File: config.mk
export PLATFORM = sky130hd
export DESIGN_NAME = tga_image_stream_decoder_top
export DESIGN_NICKNAME = d
export VERILOG_FILES = /design/src/tga_dec_pkg.sv /design/src/tga_dec_core.sv /design/src/tga_dec_outbuf.sv /design/src/tga_image_stream_decoder_top.sv
export SDC_FILE = /design/constraint.sdc
export NUM_CORES = 2
export LEC_CHECK = 0
export BUFFER_PORTS_ARGS = -buffer_cell sky130_fd_sc_hd__clkbuf_2
export CAP_MARGIN = 0
export CORE_MARGIN = 5
export CORE_UTILIZATION = 61
export DETAILED_ROUTE_END_ITERATION = 16
export GPL_TIMING_DRIVEN = 0
export PLACE_DENSITY = 0.78
export SYNTH_ARGS = -nofsm -noshare
export SYNTH_HDL_FRONTEND = slang
export SYNTH_SLANG_ARGS = --single-unit
export TNS_END_PERCENT = 20
File: constraint.sdc
create_clock -name clk -period 15.3 [get_ports clk]
set_clock_uncertainty 0.2 [all_clocks]
set_input_delay 3.06 -clock clk [delete_from_list [all_inputs] [get_ports clk]]
set_output_delay 3.06 -clock clk [all_outputs]
set_load 0.02 [all_outputs]
File: src/tga_dec_pkg.sv
// ----------------------------------------------------------------------------
// TGA decoder package
// Result type, status codes and channel counts shared by the decoder files.
// ----------------------------------------------------------------------------
`default_nettype none

package tga_dec_pkg;

  typedef enum logic [1:0] {
    ST_OK           = 2'd0,
    ST_COLOR_MAPPED = 2'd1,
    ST_BAD_DEPTH    = 2'd2,
    ST_TRUNCATED    = 2'd3
  } status_t;

  localparam logic [2:0] CHANNELS_RGB  = 3'd3;
  localparam logic [2:0] CHANNELS_RGBA = 3'd4;

  typedef struct packed {
    logic [7:0]  red;
    logic [7:0]  green;
    logic [7:0]  blue;
    logic [7:0]  alpha;
    logic [7:0]  run_count;
    logic        last_pixel;
    status_t     status;
    logic [15:0] image_width;
    logic [15:0] image_height;
    logic [2:0]  channel_count;
  } result_t;

endpackage

`default_nettype wire

File: src/tga_dec_core.sv
// ----------------------------------------------------------------------------
// TGA decoder core
// Header parser, skip counter, RLE packet tracking and pixel assembly.
// ----------------------------------------------------------------------------
`default_nettype none

module tga_dec_core (
  input  wire logic                 clk,
  input  wire logic                 rst,
  input  wire logic                 take,
  input  wire logic [7:0]           data_byte,
  input  wire logic                 frame_start,
  input  wire logic                 file_end,
  output logic                      res_valid,
  output tga_dec_pkg::result_t      res
);

  typedef enum logic [2:0] {
    PH_HEADER,
    PH_SKIP,
    PH_PIXEL,
    PH_PACKET,
    PH_RLE_PIXEL,
    PH_DONE
  } phase_t;

  localparam logic [4:0] HDR_ID_LEN      = 5'd0;
  localparam logic [4:0] HDR_CMAP_TYPE   = 5'd1;
  localparam logic [4:0] HDR_IMAGE_TYPE  = 5'd2;
  localparam logic [4:0] HDR_CMAP_LEN_LO = 5'd5;
  localparam logic [4:0] HDR_CMAP_LEN_HI = 5'd6;
  localparam logic [4:0] HDR_CMAP_DEPTH  = 5'd7;
  localparam logic [4:0] HDR_WIDTH_LO    = 5'd12;
  localparam logic [4:0] HDR_WIDTH_HI    = 5'd13;
  localparam logic [4:0] HDR_HEIGHT_LO   = 5'd14;
  localparam logic [4:0] HDR_HEIGHT_HI   = 5'd15;
  localparam logic [4:0] HDR_DEPTH       = 5'd16;
  localparam logic [4:0] HDR_LAST        = 5'd17;
  localparam logic [7:0] IMG_TYPE_RLE    = 8'd10;
  localparam logic [7:0] DEPTH_16        = 8'd16;
  localparam logic [7:0] DEPTH_24        = 8'd24;
  localparam logic [7:0] DEPTH_32        = 8'd32;

  // state
  phase_t      phase;
  logic [4:0]  header_index;
  logic [7:0]  id_field_length;
  logic [7:0]  compression_kind;
  logic [15:0] palette_entries;
  logic [7:0]  palette_entry_bits;
  logic [15:0] width_reg;
  logic [15:0] height_reg;
  logic [7:0]  pixel_depth;
  logic [20:0] skip_remaining;
  logic [31:0] pixels_left;
  logic [7:0]  packet_left;
  logic        packet_is_run;
  logic [31:0] color_assembly;
  logic [1:0]  color_byte_index;
  // products worked out at the depth byte, used one byte later
  logic [31:0] pixel_total;
  logic [20:0] skip_total;

  phase_t      phase_next;
  logic [4:0]  header_index_next;
  logic [7:0]  id_field_length_next;
  logic [7:0]  compression_kind_next;
  logic [15:0] palette_entries_next;
  logic [7:0]  palette_entry_bits_next;
  logic [15:0] width_reg_next;
  logic [15:0] height_reg_next;
  logic [7:0]  pixel_depth_next;
  logic [20:0] skip_remaining_next;
  logic [31:0] pixels_left_next;
  logic [7:0]  packet_left_next;
  logic        packet_is_run_next;
  logic [31:0] color_assembly_next;
  logic [1:0]  color_byte_index_next;
  logic [31:0] pixel_total_next;
  logic [20:0] skip_total_next;

  // state seen by this byte (frame_start wipes it first)
  phase_t      e_phase;
  logic [4:0]  e_header_index;
  logic [7:0]  e_compression_kind;
  logic [7:0]  e_pixel_depth;
  logic [31:0] e_pixels_left;
  logic [7:0]  e_packet_left;
  logic        e_packet_is_run;
  logic [31:0] e_color_assembly;
  logic [1:0]  e_color_byte_index;
  logic [20:0] e_skip_remaining;

  logic [31:0] asm_word;
  logic [4:0]  byte_count;
  logic        pix_done;
  logic        is_rle;
  logic        depth_ok;
  phase_t      pix_phase;
  logic [7:0]  pkt_len;
  logic [31:0] pixel_prod;
  logic [20:0] skip_prod;

  logic        have;
  logic        last;
  tga_dec_pkg::status_t st;
  logic [7:0]  r_val;
  logic [7:0]  g_val;
  logic [7:0]  b_val;
  logic [7:0]  a_val;
  logic [7:0]  cnt;

  always_comb begin
    e_phase            = frame_start ? PH_HEADER : phase;
    e_header_index     = frame_start ? 5'd0  : header_index;
    e_compression_kind = frame_start ? 8'd0  : compression_kind;
    e_pixel_depth      = frame_start ? 8'd0  : pixel_depth;
    e_pixels_left      = frame_start ? 32'd0 : pixels_left;
    e_packet_left      = frame_start ? 8'd0  : packet_left;
    e_packet_is_run    = frame_start ? 1'b0  : packet_is_run;
    e_color_assembly   = frame_start ? 32'd0 : color_assembly;
    e_color_byte_index = frame_start ? 2'd0  : color_byte_index;
    e_skip_remaining   = frame_start ? 21'd0 : skip_remaining;

    phase_next              = e_phase;
    header_index_next       = e_header_index;
    id_field_length_next    = frame_start ? 8'd0  : id_field_length;
    compression_kind_next   = e_compression_kind;
    palette_entries_next    = frame_start ? 16'd0 : palette_entries;
    palette_entry_bits_next = frame_start ? 8'd0  : palette_entry_bits;
    width_reg_next          = frame_start ? 16'd0 : width_reg;
    height_reg_next         = frame_start ? 16'd0 : height_reg;
    pixel_depth_next        = e_pixel_depth;
    skip_remaining_next     = e_skip_remaining;
    pixels_left_next        = e_pixels_left;
    packet_left_next        = e_packet_left;
    packet_is_run_next      = e_packet_is_run;
    color_assembly_next     = e_color_assembly;
    color_byte_index_next   = e_color_byte_index;
    pixel_total_next        = pixel_total;
    skip_total_next         = skip_total;

    have  = 1'b0;
    last  = 1'b0;
    st    = tga_dec_pkg::ST_OK;
    r_val = 8'd0;
    g_val = 8'd0;
    b_val = 8'd0;
    a_val = 8'd0;
    cnt   = 8'd0;

    asm_word   = e_color_assembly | ({24'd0, data_byte} << {e_color_byte_index, 3'b000});
    byte_count = {3'd0, e_color_byte_index} + 5'd1;
    pix_done   = (byte_count >= e_pixel_depth[7:3]);
    is_rle     = (e_compression_kind == IMG_TYPE_RLE);
    depth_ok   = (e_pixel_depth == DEPTH_24) || (e_pixel_depth == DEPTH_32) ||
                 (!is_rle && (e_pixel_depth == DEPTH_16));
    pix_phase  = is_rle ? PH_PACKET : PH_PIXEL;
    pkt_len    = {1'b0, data_byte[6:0]} + 8'd1;
    pixel_prod = {16'd0, width_reg} * {16'd0, height_reg};
    skip_prod  = {5'd0, palette_entries} * {16'd0, palette_entry_bits[7:3]};

    case (e_phase)
      PH_HEADER: begin
        case (e_header_index)
          HDR_ID_LEN:      id_field_length_next = data_byte;
          HDR_CMAP_TYPE: begin
            if (data_byte != 8'd0) begin
              have       = 1'b1;
              last       = 1'b1;
              st         = tga_dec_pkg::ST_COLOR_MAPPED;
              phase_next = PH_DONE;
            end
          end
          HDR_IMAGE_TYPE:  compression_kind_next = data_byte;
          HDR_CMAP_LEN_LO: palette_entries_next[7:0] = data_byte;
          HDR_CMAP_LEN_HI: palette_entries_next[15:8] = data_byte;
          HDR_CMAP_DEPTH:  palette_entry_bits_next = data_byte;
          HDR_WIDTH_LO:    width_reg_next[7:0] = data_byte;
          HDR_WIDTH_HI:    width_reg_next[15:8] = data_byte;
          HDR_HEIGHT_LO:   height_reg_next[7:0] = data_byte;
          HDR_HEIGHT_HI:   height_reg_next[15:8] = data_byte;
          HDR_DEPTH: begin
            pixel_depth_next = data_byte;
            pixel_total_next = pixel_prod;
            skip_total_next  = {13'd0, id_field_length} + skip_prod;
          end
          default: ;
        endcase
        if (e_header_index < HDR_LAST) begin
          header_index_next = e_header_index + 5'd1;
        end else if (!depth_ok) begin
          have       = 1'b1;
          last       = 1'b1;
          st         = tga_dec_pkg::ST_BAD_DEPTH;
          phase_next = PH_DONE;
        end else begin
          pixels_left_next = pixel_total;
          if (pixel_total == 32'd0) begin
            have       = 1'b1;
            last       = 1'b1;
            phase_next = PH_DONE;
          end else begin
            skip_remaining_next = skip_total;
            phase_next          = (skip_total != 21'd0) ? PH_SKIP : pix_phase;
          end
        end
      end
      PH_SKIP: begin
        skip_remaining_next = e_skip_remaining - 21'd1;
        if (e_skip_remaining == 21'd1) begin
          phase_next = pix_phase;
        end
      end
      PH_PACKET: begin
        packet_left_next = pkt_len;
        if ({24'd0, pkt_len} > e_pixels_left) begin
          packet_left_next = e_pixels_left[7:0];
        end
        packet_is_run_next    = data_byte[7];
        color_assembly_next   = 32'd0;
        color_byte_index_next = 2'd0;
        phase_next            = PH_RLE_PIXEL;
      end
      PH_PIXEL, PH_RLE_PIXEL: begin
        if (pix_done) begin
          if (e_pixel_depth == DEPTH_16) begin
            b_val = {asm_word[4:0], 3'b000};
            g_val = {asm_word[9:5], 3'b000};
            r_val = {asm_word[14:10], 3'b000};
          end else begin
            b_val = asm_word[7:0];
            g_val = asm_word[15:8];
            r_val = asm_word[23:16];
            a_val = (e_pixel_depth == DEPTH_32) ? asm_word[31:24] : 8'd0;
          end
          color_assembly_next   = 32'd0;
          color_byte_index_next = 2'd0;
          have                  = 1'b1;
          if (e_phase == PH_RLE_PIXEL && e_packet_is_run) begin
            cnt              = e_packet_left;
            pixels_left_next = e_pixels_left - {24'd0, e_packet_left};
            packet_left_next = 8'd0;
          end else begin
            cnt              = 8'd1;
            pixels_left_next = e_pixels_left - 32'd1;
            if (e_phase == PH_RLE_PIXEL) begin
              packet_left_next = e_packet_left - 8'd1;
            end
          end
          if (e_phase == PH_RLE_PIXEL && packet_left_next == 8'd0) begin
            phase_next = PH_PACKET;
          end
          if (pixels_left_next == 32'd0) begin
            last       = 1'b1;
            phase_next = PH_DONE;
          end
        end else begin
          color_assembly_next   = asm_word;
          color_byte_index_next = e_color_byte_index + 2'd1;
        end
      end
      default: ;
    endcase

    // early end of file; a pixel finished by this byte rides along
    if (file_end && (e_phase != PH_DONE) && (phase_next != PH_DONE)) begin
      have       = 1'b1;
      last       = 1'b1;
      st         = tga_dec_pkg::ST_TRUNCATED;
      phase_next = PH_DONE;
    end
  end

  assign res_valid = take && have;

  always_comb begin
    res.red           = r_val;
    res.green         = g_val;
    res.blue          = b_val;
    res.alpha         = a_val;
    res.run_count     = cnt;
    res.last_pixel    = last;
    res.status        = st;
    res.image_width   = width_reg_next;
    res.image_height  = height_reg_next;
    res.channel_count = (pixel_depth_next == DEPTH_32) ? tga_dec_pkg::CHANNELS_RGBA
                                                       : tga_dec_pkg::CHANNELS_RGB;
  end

  always_ff @(posedge clk) begin
    if (rst) begin
      phase              <= PH_HEADER;
      header_index       <= 5'd0;
      id_field_length    <= 8'd0;
      compression_kind   <= 8'd0;
      palette_entries    <= 16'd0;
      palette_entry_bits <= 8'd0;
      width_reg          <= 16'd0;
      height_reg         <= 16'd0;
      pixel_depth        <= 8'd0;
      skip_remaining     <= 21'd0;
      pixels_left        <= 32'd0;
      packet_left        <= 8'd0;
      packet_is_run      <= 1'b0;
      color_assembly     <= 32'd0;
      color_byte_index   <= 2'd0;
    end else if (take) begin
      phase              <= phase_next;
      header_index       <= header_index_next;
      id_field_length    <= id_field_length_next;
      compression_kind   <= compression_kind_next;
      palette_entries    <= palette_entries_next;
      palette_entry_bits <= palette_entry_bits_next;
      width_reg          <= width_reg_next;
      height_reg         <= height_reg_next;
      pixel_depth        <= pixel_depth_next;
      skip_remaining     <= skip_remaining_next;
      pixels_left        <= pixels_left_next;
      packet_left        <= packet_left_next;
      packet_is_run      <= packet_is_run_next;
      color_assembly     <= color_assembly_next;
      color_byte_index   <= color_byte_index_next;
    end
  end

  always_ff @(posedge clk) begin
    if (take) begin
      pixel_total <= pixel_total_next;
      skip_total  <= skip_total_next;
    end
  end

endmodule

`default_nettype wire

File: src/tga_dec_outbuf.sv
// ----------------------------------------------------------------------------
// TGA decoder output buffer
// Result register with a skid stage so input keeps flowing under stall.
// ----------------------------------------------------------------------------
`default_nettype none

module tga_dec_outbuf (
  input  wire logic                 clk,
  input  wire logic                 rst,
  input  wire logic                 in_valid,
  input  wire tga_dec_pkg::result_t in_data,
  output logic                      space,
  output logic                      out_valid,
  output tga_dec_pkg::result_t      out_data,
  input  wire logic                 out_ready
);

  logic                 skid_valid;
  tga_dec_pkg::result_t skid_data;

  // skid only fills while the output is stalled, so in_valid is low when it holds
  assign space = !skid_valid;

  always_ff @(posedge clk) begin
    if (rst) begin
      out_valid  <= 1'b0;
      skid_valid <= 1'b0;
    end else if (!out_valid || out_ready) begin
      if (skid_valid) begin
        out_valid  <= 1'b1;
        skid_valid <= 1'b0;
      end else begin
        out_valid <= in_valid;
      end
    end else if (in_valid) begin
      skid_valid <= 1'b1;
    end
  end

  always_ff @(posedge clk) begin
    if (!out_valid || out_ready) begin
      if (skid_valid) begin
        out_data <= skid_data;
      end else if (in_valid) begin
        out_data <= in_data;
      end
    end else if (in_valid) begin
      skid_data <= in_data;
    end
  end

endmodule

`default_nettype wire

File: src/tga_image_stream_decoder_top.sv
// ----------------------------------------------------------------------------
// TGA image stream decoder
// Byte-stream TGA parser emitting RGB(A) pixels and RLE run counts.
// ----------------------------------------------------------------------------
// Each result is registered in the output stage, via the skid stage if m_* is stalled.
// Throughput: one byte per cycle while s_tready is high; the state update is a single pass per byte.
// s_tready falls only when both the result register and skid stage are full.
// Reset: rst (synchronous, high) returns the parser to header byte 0 and
// empties the output stage; s_tuser (new file) does the same for the parser.
`default_nettype none

module tga_image_stream_decoder_top (
  input  wire logic        clk,
  input  wire logic        rst,
  // byte input
  input  wire logic        s_tvalid,
  output logic             s_tready,
  input  wire logic [7:0]  s_tdata,   // [7:0] data_byte
  input  wire logic        s_tlast,   // file_end
  input  wire logic [0:0]  s_tuser,   // [0] frame_start
  // pixel output
  output logic             m_tvalid,
  input  wire logic        m_tready,
  output logic [79:0]      m_tdata,   // [7:0] red, [15:8] green, [23:16] blue,
                                      // [31:24] alpha, [39:32] run_count,
                                      // [55:40] image_width, [71:56] image_height,
                                      // [74:72] channel_count, [79:75] zero
  output logic             m_tlast,   // last_pixel
  output logic [1:0]       m_tuser    // [1:0] status
);

  logic                 take;
  logic                 res_valid;
  tga_dec_pkg::result_t res;
  tga_dec_pkg::result_t out_res;

  // a byte transaction completes on valid and ready together
  assign take = s_tvalid && s_tready;

  // parser: all per-byte state and the result it produces
  tga_dec_core u_core (
    .clk         (clk),
    .rst         (rst),
    .take        (take),
    .data_byte   (s_tdata),
    .frame_start (s_tuser[0]),
    .file_end    (s_tlast),
    .res_valid   (res_valid),
    .res         (res)
  );

  // result register plus skid, decoupling the two sides
  tga_dec_outbuf u_outbuf (
    .clk       (clk),
    .rst       (rst),
    .in_valid  (res_valid),
    .in_data   (res),
    .space     (s_tready),
    .out_valid (m_tvalid),
    .out_data  (out_res),
    .out_ready (m_tready)
  );

  // pack the result fields onto the stream
  assign m_tdata = {5'd0,
                    out_res.channel_count,
                    out_res.image_height,
                    out_res.image_width,
                    out_res.run_count,
                    out_res.alpha,
                    out_res.blue,
                    out_res.green,
                    out_res.red};
  assign m_tlast = out_res.last_pixel;
  assign m_tuser = out_res.status;

endmodule

`default_nettype wire

# Yosys cells after proc, flatten, opt, wreduce, memory -nomap -nowiden
# Index checks and enable logic that the tools add are counted.
[word_totals]
input_bits = 14
regBits = 395
elab_cells = 212
out_inout_bits = 85
[classes]
bitwise = 2
magnitude_cmp = 3
n_shift = 1
n_mux = 108
n_mul = 2
n_eq_ne = 22
n_reduce_logical = 26
add_sub_neg = 9
[ops]
columns = ["cell", "n"]
rows = [
  ["2-to-1 mux 8 bit", 41],
  ["2-to-1 mux 32 bit", 9],
  ["2-to-1 mux 78 bit", 2],
  ["case mux 32 bit (2 select lines)", 2],
  ["2-to-1 mux 16 bit", 6],
  ["2-to-1 mux 21 bit", 4],
  ["logical NOT 32 bit", 2],
  ["case mux 21 bit (2 select lines)", 1],
  ["2-to-1 mux 3 bit", 13],
  ["greater-than comparator 8 x 32 -> 1 bit", 1],
  ["multiplier 16 x 16 -> 32 bit", 1],
  ["bitwise OR 32 bit", 1],
  ["left shift 8 x 5 -> 32 bit", 1],
  ["subtractor 32 x 1 -> 32 bit (second input constant)", 1],
  ["subtractor 32 x 8 -> 32 bit", 1],
  ["adder 8 x 21 -> 21 bit", 1],
  ["equality test 21 x 1 -> 1 bit (second input constant)", 1],
  ["multiplier 16 x 5 -> 21 bit", 1],
  ["nonzero test 21 bit", 1],
  ["subtractor 21 x 1 -> 21 bit (second input constant)", 1],
  ["equality test 5 x 4 -> 1 bit (second input constant)", 4],
  ["equality test 8 x 5 -> 1 bit (second input constant)", 2],
  ["equality test 8 x 6 -> 1 bit (second input constant)", 2],
  ["2-to-1 mux 1 bit", 16],
  ["other kinds (34)", 58],
]

# Logic depth before layout (Yosys ltp)
[depth]
word_depth = 18
ltp_mapped = 26
ltp_nobuf = 24

# Modules after synthesis
# A second synthesis with hierarchy kept.
[unflattened]
cells_unflattened = 3325
area_unflattened_um2 = 30976.0
[modules_own_cells]
columns = ["mod", "seq_area_each_um2", "area_each_um2", "cells_per_inst", "n_inst"]
rows = [
  ["tga_dec_core", 5215.0, 24822.6, 3065, 1],
  ["tga_dec_outbuf", 4724.5, 6105.9, 253, 1],
  ["tga_image_stream_decoder_top", 0.0, 47.5, 7, 1],
]

# Worst setup path before layout
# OpenSTA, ideal clock, no wires.
[synth_timing]
path_type = "input to register"
from = "in s_tuser"
to = "reg u_outbuf.skid_data[10] in the netlist's numbering, enable pin"
setup_slack_ns = 2.264
setup_time_ns = 0.607
path_buffers = 9
t_required_ns = 14.493
stages = 21
t_arrival_ns = 12.229
cell_sequence = "clkbuf_1 buf_4 buf_2 buf_2 buf_4 clkbuf_1 clkbuf_1 clkbuf_1 nor2b_1 ha_1 ha_1 o21ai_0 a21o_1 clkbuf_1 nor3_1 and4b_1 o311ai_0 a31oi_1 nand2_1 and3_1 nor3_1"
[synth_between]
elab_chain_cells = 17
word_cells_on_any_way = 67
cone_classes = "add/sub (4); order compare (2); eq/ne (12); mux (35); reduce/logical (14)"
[synth_rtl]
columns = ["item", "line_no", "source"]
rows = [
  ["from (decl)", "tga_image_stream_decoder_top.sv:20", "input wire logic [0:0] s_tuser,"],
  ["branches (longest 14 deep; another with subtractor 32 x 1 -> 32 bit)", "n/a", ""],
  ["2-to-1 mux 1 bit *", "tga_dec_core.sv:267", "if (file_end && (e_phase != PH_DONE) && (phase_next != PH_DONE)) begin"],
  ["logical AND 1 bit *", "tga_dec_core.sv:275", "assign res_valid = take && have;"],
  ["AND reduction 2 bit (no source line) *", "n/a", ""],
  ["to (signal assigned)", "tga_dec_outbuf.sv:48", "skid_data <= in_data;"],
  ["to (decl)", "tga_dec_outbuf.sv:19", "tga_dec_pkg::result_t skid_data;"],
]
# Every way passes the cells marked *. The select of a mux whose other input is x is not followed.
# A chain may end at the register's enable or synchronous reset.

# Final worst setup path
[layout_timing]
from = "in s_tuser"
to = "reg u_outbuf.out_data[28] in the netlist's numbering, enable pin"
[layout_between]
elab_chain_cells = 18
word_cells_on_any_way = 68
cone_classes = "add/sub (4); order compare (2); eq/ne (12); mux (35); reduce/logical (15)"
[layout_rtl]
columns = ["item", "line_no", "source"]
rows = [
  ["branches (longest 14 deep; another with subtractor 32 x 1 -> 32 bit)", "n/a", ""],
  ["2-to-1 mux 1 bit *", "tga_dec_core.sv:267", ""],
  ["logical AND 1 bit *", "tga_dec_core.sv:275", ""],
  ["nonzero test 2 bit (no source line) *", "n/a", ""],
  ["AND reduction 2 bit (no source line) *", "n/a", ""],
  ["to (signal assigned)", "tga_dec_outbuf.sv:43", "out_data <= skid_data;"],
  ["to (signal assigned)", "tga_dec_outbuf.sv:45", "out_data <= in_data;"],
  ["to (decl)", "tga_dec_outbuf.sv:14", "output tga_dec_pkg::result_t out_data,"],
]
# Marks and branches as above.

==> impl_metrics.py <==
metrics = {
    "synth": {
        "synth_top_area_share_pct": 20.1,
        "synthTopCellsByArea": "edfxtp_1 (20%), fa_1 (16%), dfxtp_1 (12%), ha_1 (7.0%), nand2_1 (4.6%)",
        "synth_flop_cell": "edfxtp_1",
        "synth_cells": 3381,
        "synth_top_cell_by_area": "edfxtp_1",
        "synth_seq_area_share_pct": 32.0,
        "yosys_register_bits": 390,
        "synth_edf_count": 207,
        "syn_area_mm2": 0.0309,
        "synth_area_per_cell_um2": 9.13,
        "yosys.cell_types.count": 94,
        "ys_warn_count": 0,
        "async_reset_ff_share_pct": 0,
    },
    "global_route": {
        "antenna_found_initial": 3,
        "grt_pass1_vias": 26935,
        "track_usage_pct": 36.7,
        "grt_max_degree": 34,
        "grt_pass1_wl_um": 159000,
        "overflow": 0,
    },
    "clocking": {
        "ctsHoldBuffers": 0,
        "root_buffer": "clkbuf_16",
        "htree_levels": 2,
        "cts_tree": "yes",
        "cts.clk_slew.worst_paths_ns": 0.06,
        "clkSinkCount": 390,
        "cts.repair.resized": 0,
        "clock_latency_ns": 0.59,
        "cts-buffers-inserted": 43,
        "postCtsSetupBuffers": 0,
        "cts_buffer_depth": 3,
    },
    "layout": {
        "drive_gt1_share_pct": 8.39,
        "fin_nets": 3959,
        "top_regs": "u_outbuf.out_data x77, u_outbuf.skid_data x77",
        "final_area_mm2": 0.0339,
        "area_growth_pct": 9.81,
    },
    "worst_hold_path": {
        "hold_path_depth": 2,
        "min_to": "u_core.compression_kind[3]$_SDFFE_PP0P_",
        "hp-start": "u_core.compression_kind[3]$_SDFFE_PP0P_",
        "hold_path.class": "reg2reg",
    },
    "route": {
        "totalWireLength_um": 105000,
        "wl_per_cell_um": 24.7,
        "drt-initial-drc-count": 3297,
        "wl_met3_um": 11600,
        "vias": 27353,
        "wl_met1_um": 41100,
        "top_layer_used": "met5",
        "vias_per_cell": 6.46,
        "drc_errors": 0,
        "drtPass1Iterations": 8,
        "met2_wirelength_um": 46300,
        "ant_nets": 0,
    },
    "setup_path": {
        "r2r_cells": 25,
        "start_kind": "primary input",
        "worst-setup-path-type": "in2reg",
        "reg2reg_slack_ns": 7.16,
        "r2r-end": "u_core.pixel_total[25]$_DFFE_PP_",
        "crit_fanout": 21,
        "critPathCaptureType": "flop",
        "required_ns": 15.38,
        "cp.arrival_ns": 11.27,
        "r2r_start": "u_core.width_reg[10]$_SDFFE_PP0P_",
    },
    "placed_design": {
        "dpl_cell_area_mm2": 0.0323,
        "gp_congestion": 0.978,
        "numPortBuffers": 87,
        "dp_hpwl_um": 79200,
        "place_ws_ns": 4.03,
    },
    "sta": {
        "finalSetupViolations": 0,
        "min_period_ns": 11.19,
        "tightest_slew_ns": 1.35,
        "hold_viol": 0,
        "relSlewSlack_pct": 10.2,
        "rsz0062_at_grt": "no",
        "period_share_pct": 73.1,
        "worst_slack_ns": 4.11,
        "final_max_slew_viol_count": 0,
        "tns_ns": 0,
        "worst_hold_slack_ns": 0.299,
        "fmax_mhz": 89.4,
    },
    "power_and_ir_drop": {
        "ir_worst_vdd_mv": 0.0711,
        "power.total_mw": 2.92,
        "power_leakage_nw": 13.9,
        "cellPowerDensity_mw_per_mm2": 86.2,
    },
    "floorplan": {
        "initial_core_util_pct": 61.6,
        "num_rows": 82,
        "fp.dieW_um": 235,
        "core_area_mm2": 0.0501,
        "io_pins": 99,
        "die_h_um": 235,
        "dieArea_mm2": 0.0552,
    },
    "outcome": {
        "outcome": "complete, no violations",
    },
    "job": {
        "maxCapViolCount": 0,
    },
}
[area by class of cell]
type	instances	area [µm²]
Timing Repair Buffer	98	609
Clock buffer	52	1160
Tap cell	672	841
Inverter	309	1160
Clock inverter	28	375
Sequential cell	390	9880
Buffer	227	941
Fill cell	3998	16200
Antenna cell	1	2.50
Multi-Input combinational cell	2459	18900
[cell usage after synthesis, types with 9 or more instances]
cell type and count:
o211ai_1 11, xnor2_1 59, nor2_1 341, dfxtp_1 183
edfxtp_1 207, xor2_1 16, inv_1 308, fa_1 245
o21a_1 13, clkbuf_1 184, o22ai_1 14, a221oi_1 22
nand2_1 375, ha_1 172, a22oi_1 94, o31ai_1 26
nor3_1 99, o21ai_0 140, buf_4 12, o21ai_1 13
or3_1 11, mux2i_1 43, a211oi_1 27, nand4_1 18
nor4_1 30, and3_1 21, nand3_1 58, buf_1 16
nor2b_1 50, and2_1 138, a21oi_1 149, a31oi_1 20
a21o_1 15, nand2b_1 13, nor3b_1 20, mux2_2 62
buf_2 11, or4_1 9
[worst max-delay path by stage]
| stage | startpoint | endpoint | slack [ns] |
|---|---|---|---|
| after floorplan | s_tuser | u_outbuf.skid_data[10]$_DFFE_PP_ | 2.26 |
| after global placement | s_tuser | u_outbuf.skid_data[28]$_DFFE_PP_ | -2.83 |
| after detailed placement | s_tuser | u_outbuf.out_data[6]$_DFFE_PP_ | 4.03 |
| after CTS | s_tuser | u_outbuf.out_data[28]$_DFFE_PP_ | 4.58 |
| after global routing | s_tuser | u_outbuf.out_data[28]$_DFFE_PP_ | 4.11 |
| final | s_tuser | u_outbuf.out_data[28]$_DFFE_PP_ | 4.11 |
[worst max-delay path, stage by stage]
cell,delay (ns)
clkbuf_1,0.37
buf_4,0.36
buf_2,0.37
buf_2,0.37
buf_4,0.31
clkbuf_1,0.83
clkbuf_1,0.78
nor2b_1,0.39
fa_1,0.54
a211oi_1,0.38
o21ai_1,0.32
a311oi_2,0.63
a21oi_1,0.13
a221oi_1,0.56
nor4_1,0.13
nand4_1,0.28
nand2_1,0.16
and3_1,0.29
o21ai_4,0.54
buf_16,0.24
buf_16,0.18
[power breakdown]
part	total (mW)	switching (mW)	internal, mW
Clock	1.14	0.472	0.668
Combinational	0.608	0.413	0.195
Sequential	1.17	0.0296	1.15
Total	2.92	0.914	2.01
[per-stage QoR]
step / utilization, % / std cells
after floorplan: - / 3385
after global placement: 64.2 / 4144
after detailed placement: 64.6 / 4155
after CTS: 67.7 / 4235
after global routing: 67.7 / 4235
final: 67.7 / 4236
[per-layer routing]
| layer | global-route usage, % | vias up |
|---|---|---|
| li1 | - | 11907 |
| met1 | 49.9 | 13383 |
| met2 | 56.6 | 1691 |
| met3 | 8.42 | 368 |
| met4 | 16.5 | 4 |
| met5 | 0 | - |
[kinds of logic after synthesis]
family	Yosys count	share of synthesized area, %
multiplexers	106	3.71
buffers and inverters	536	6.81
adder cells (fa/ha/maj)	417	22.9
AO/OA/AOI/OAI	636	13.7
XOR/XNOR	75	2.13
AND/OR/NAND/NOR	1220	18.8
other	1	0.0122
flip-flops	390	32.0
[layout by cell type (no fill, tap or decap), drive strengths merged, types with 26 or more instances in the layout]
master    n
nor3     99
ha      172
a21oi   149
buf      54
a22oi    94
a211oi   27
o31ai    26
nand2   375
nor4     34
nand3    58
nor2    341
mux2i    43
mux2     63
dfxtp   183
xnor2    59
inv     313
edfxtp  207
and2    139
nor2b    50
clkbuf  323
o21ai   153
fa      245
Power figures use the tool's default switching activity.
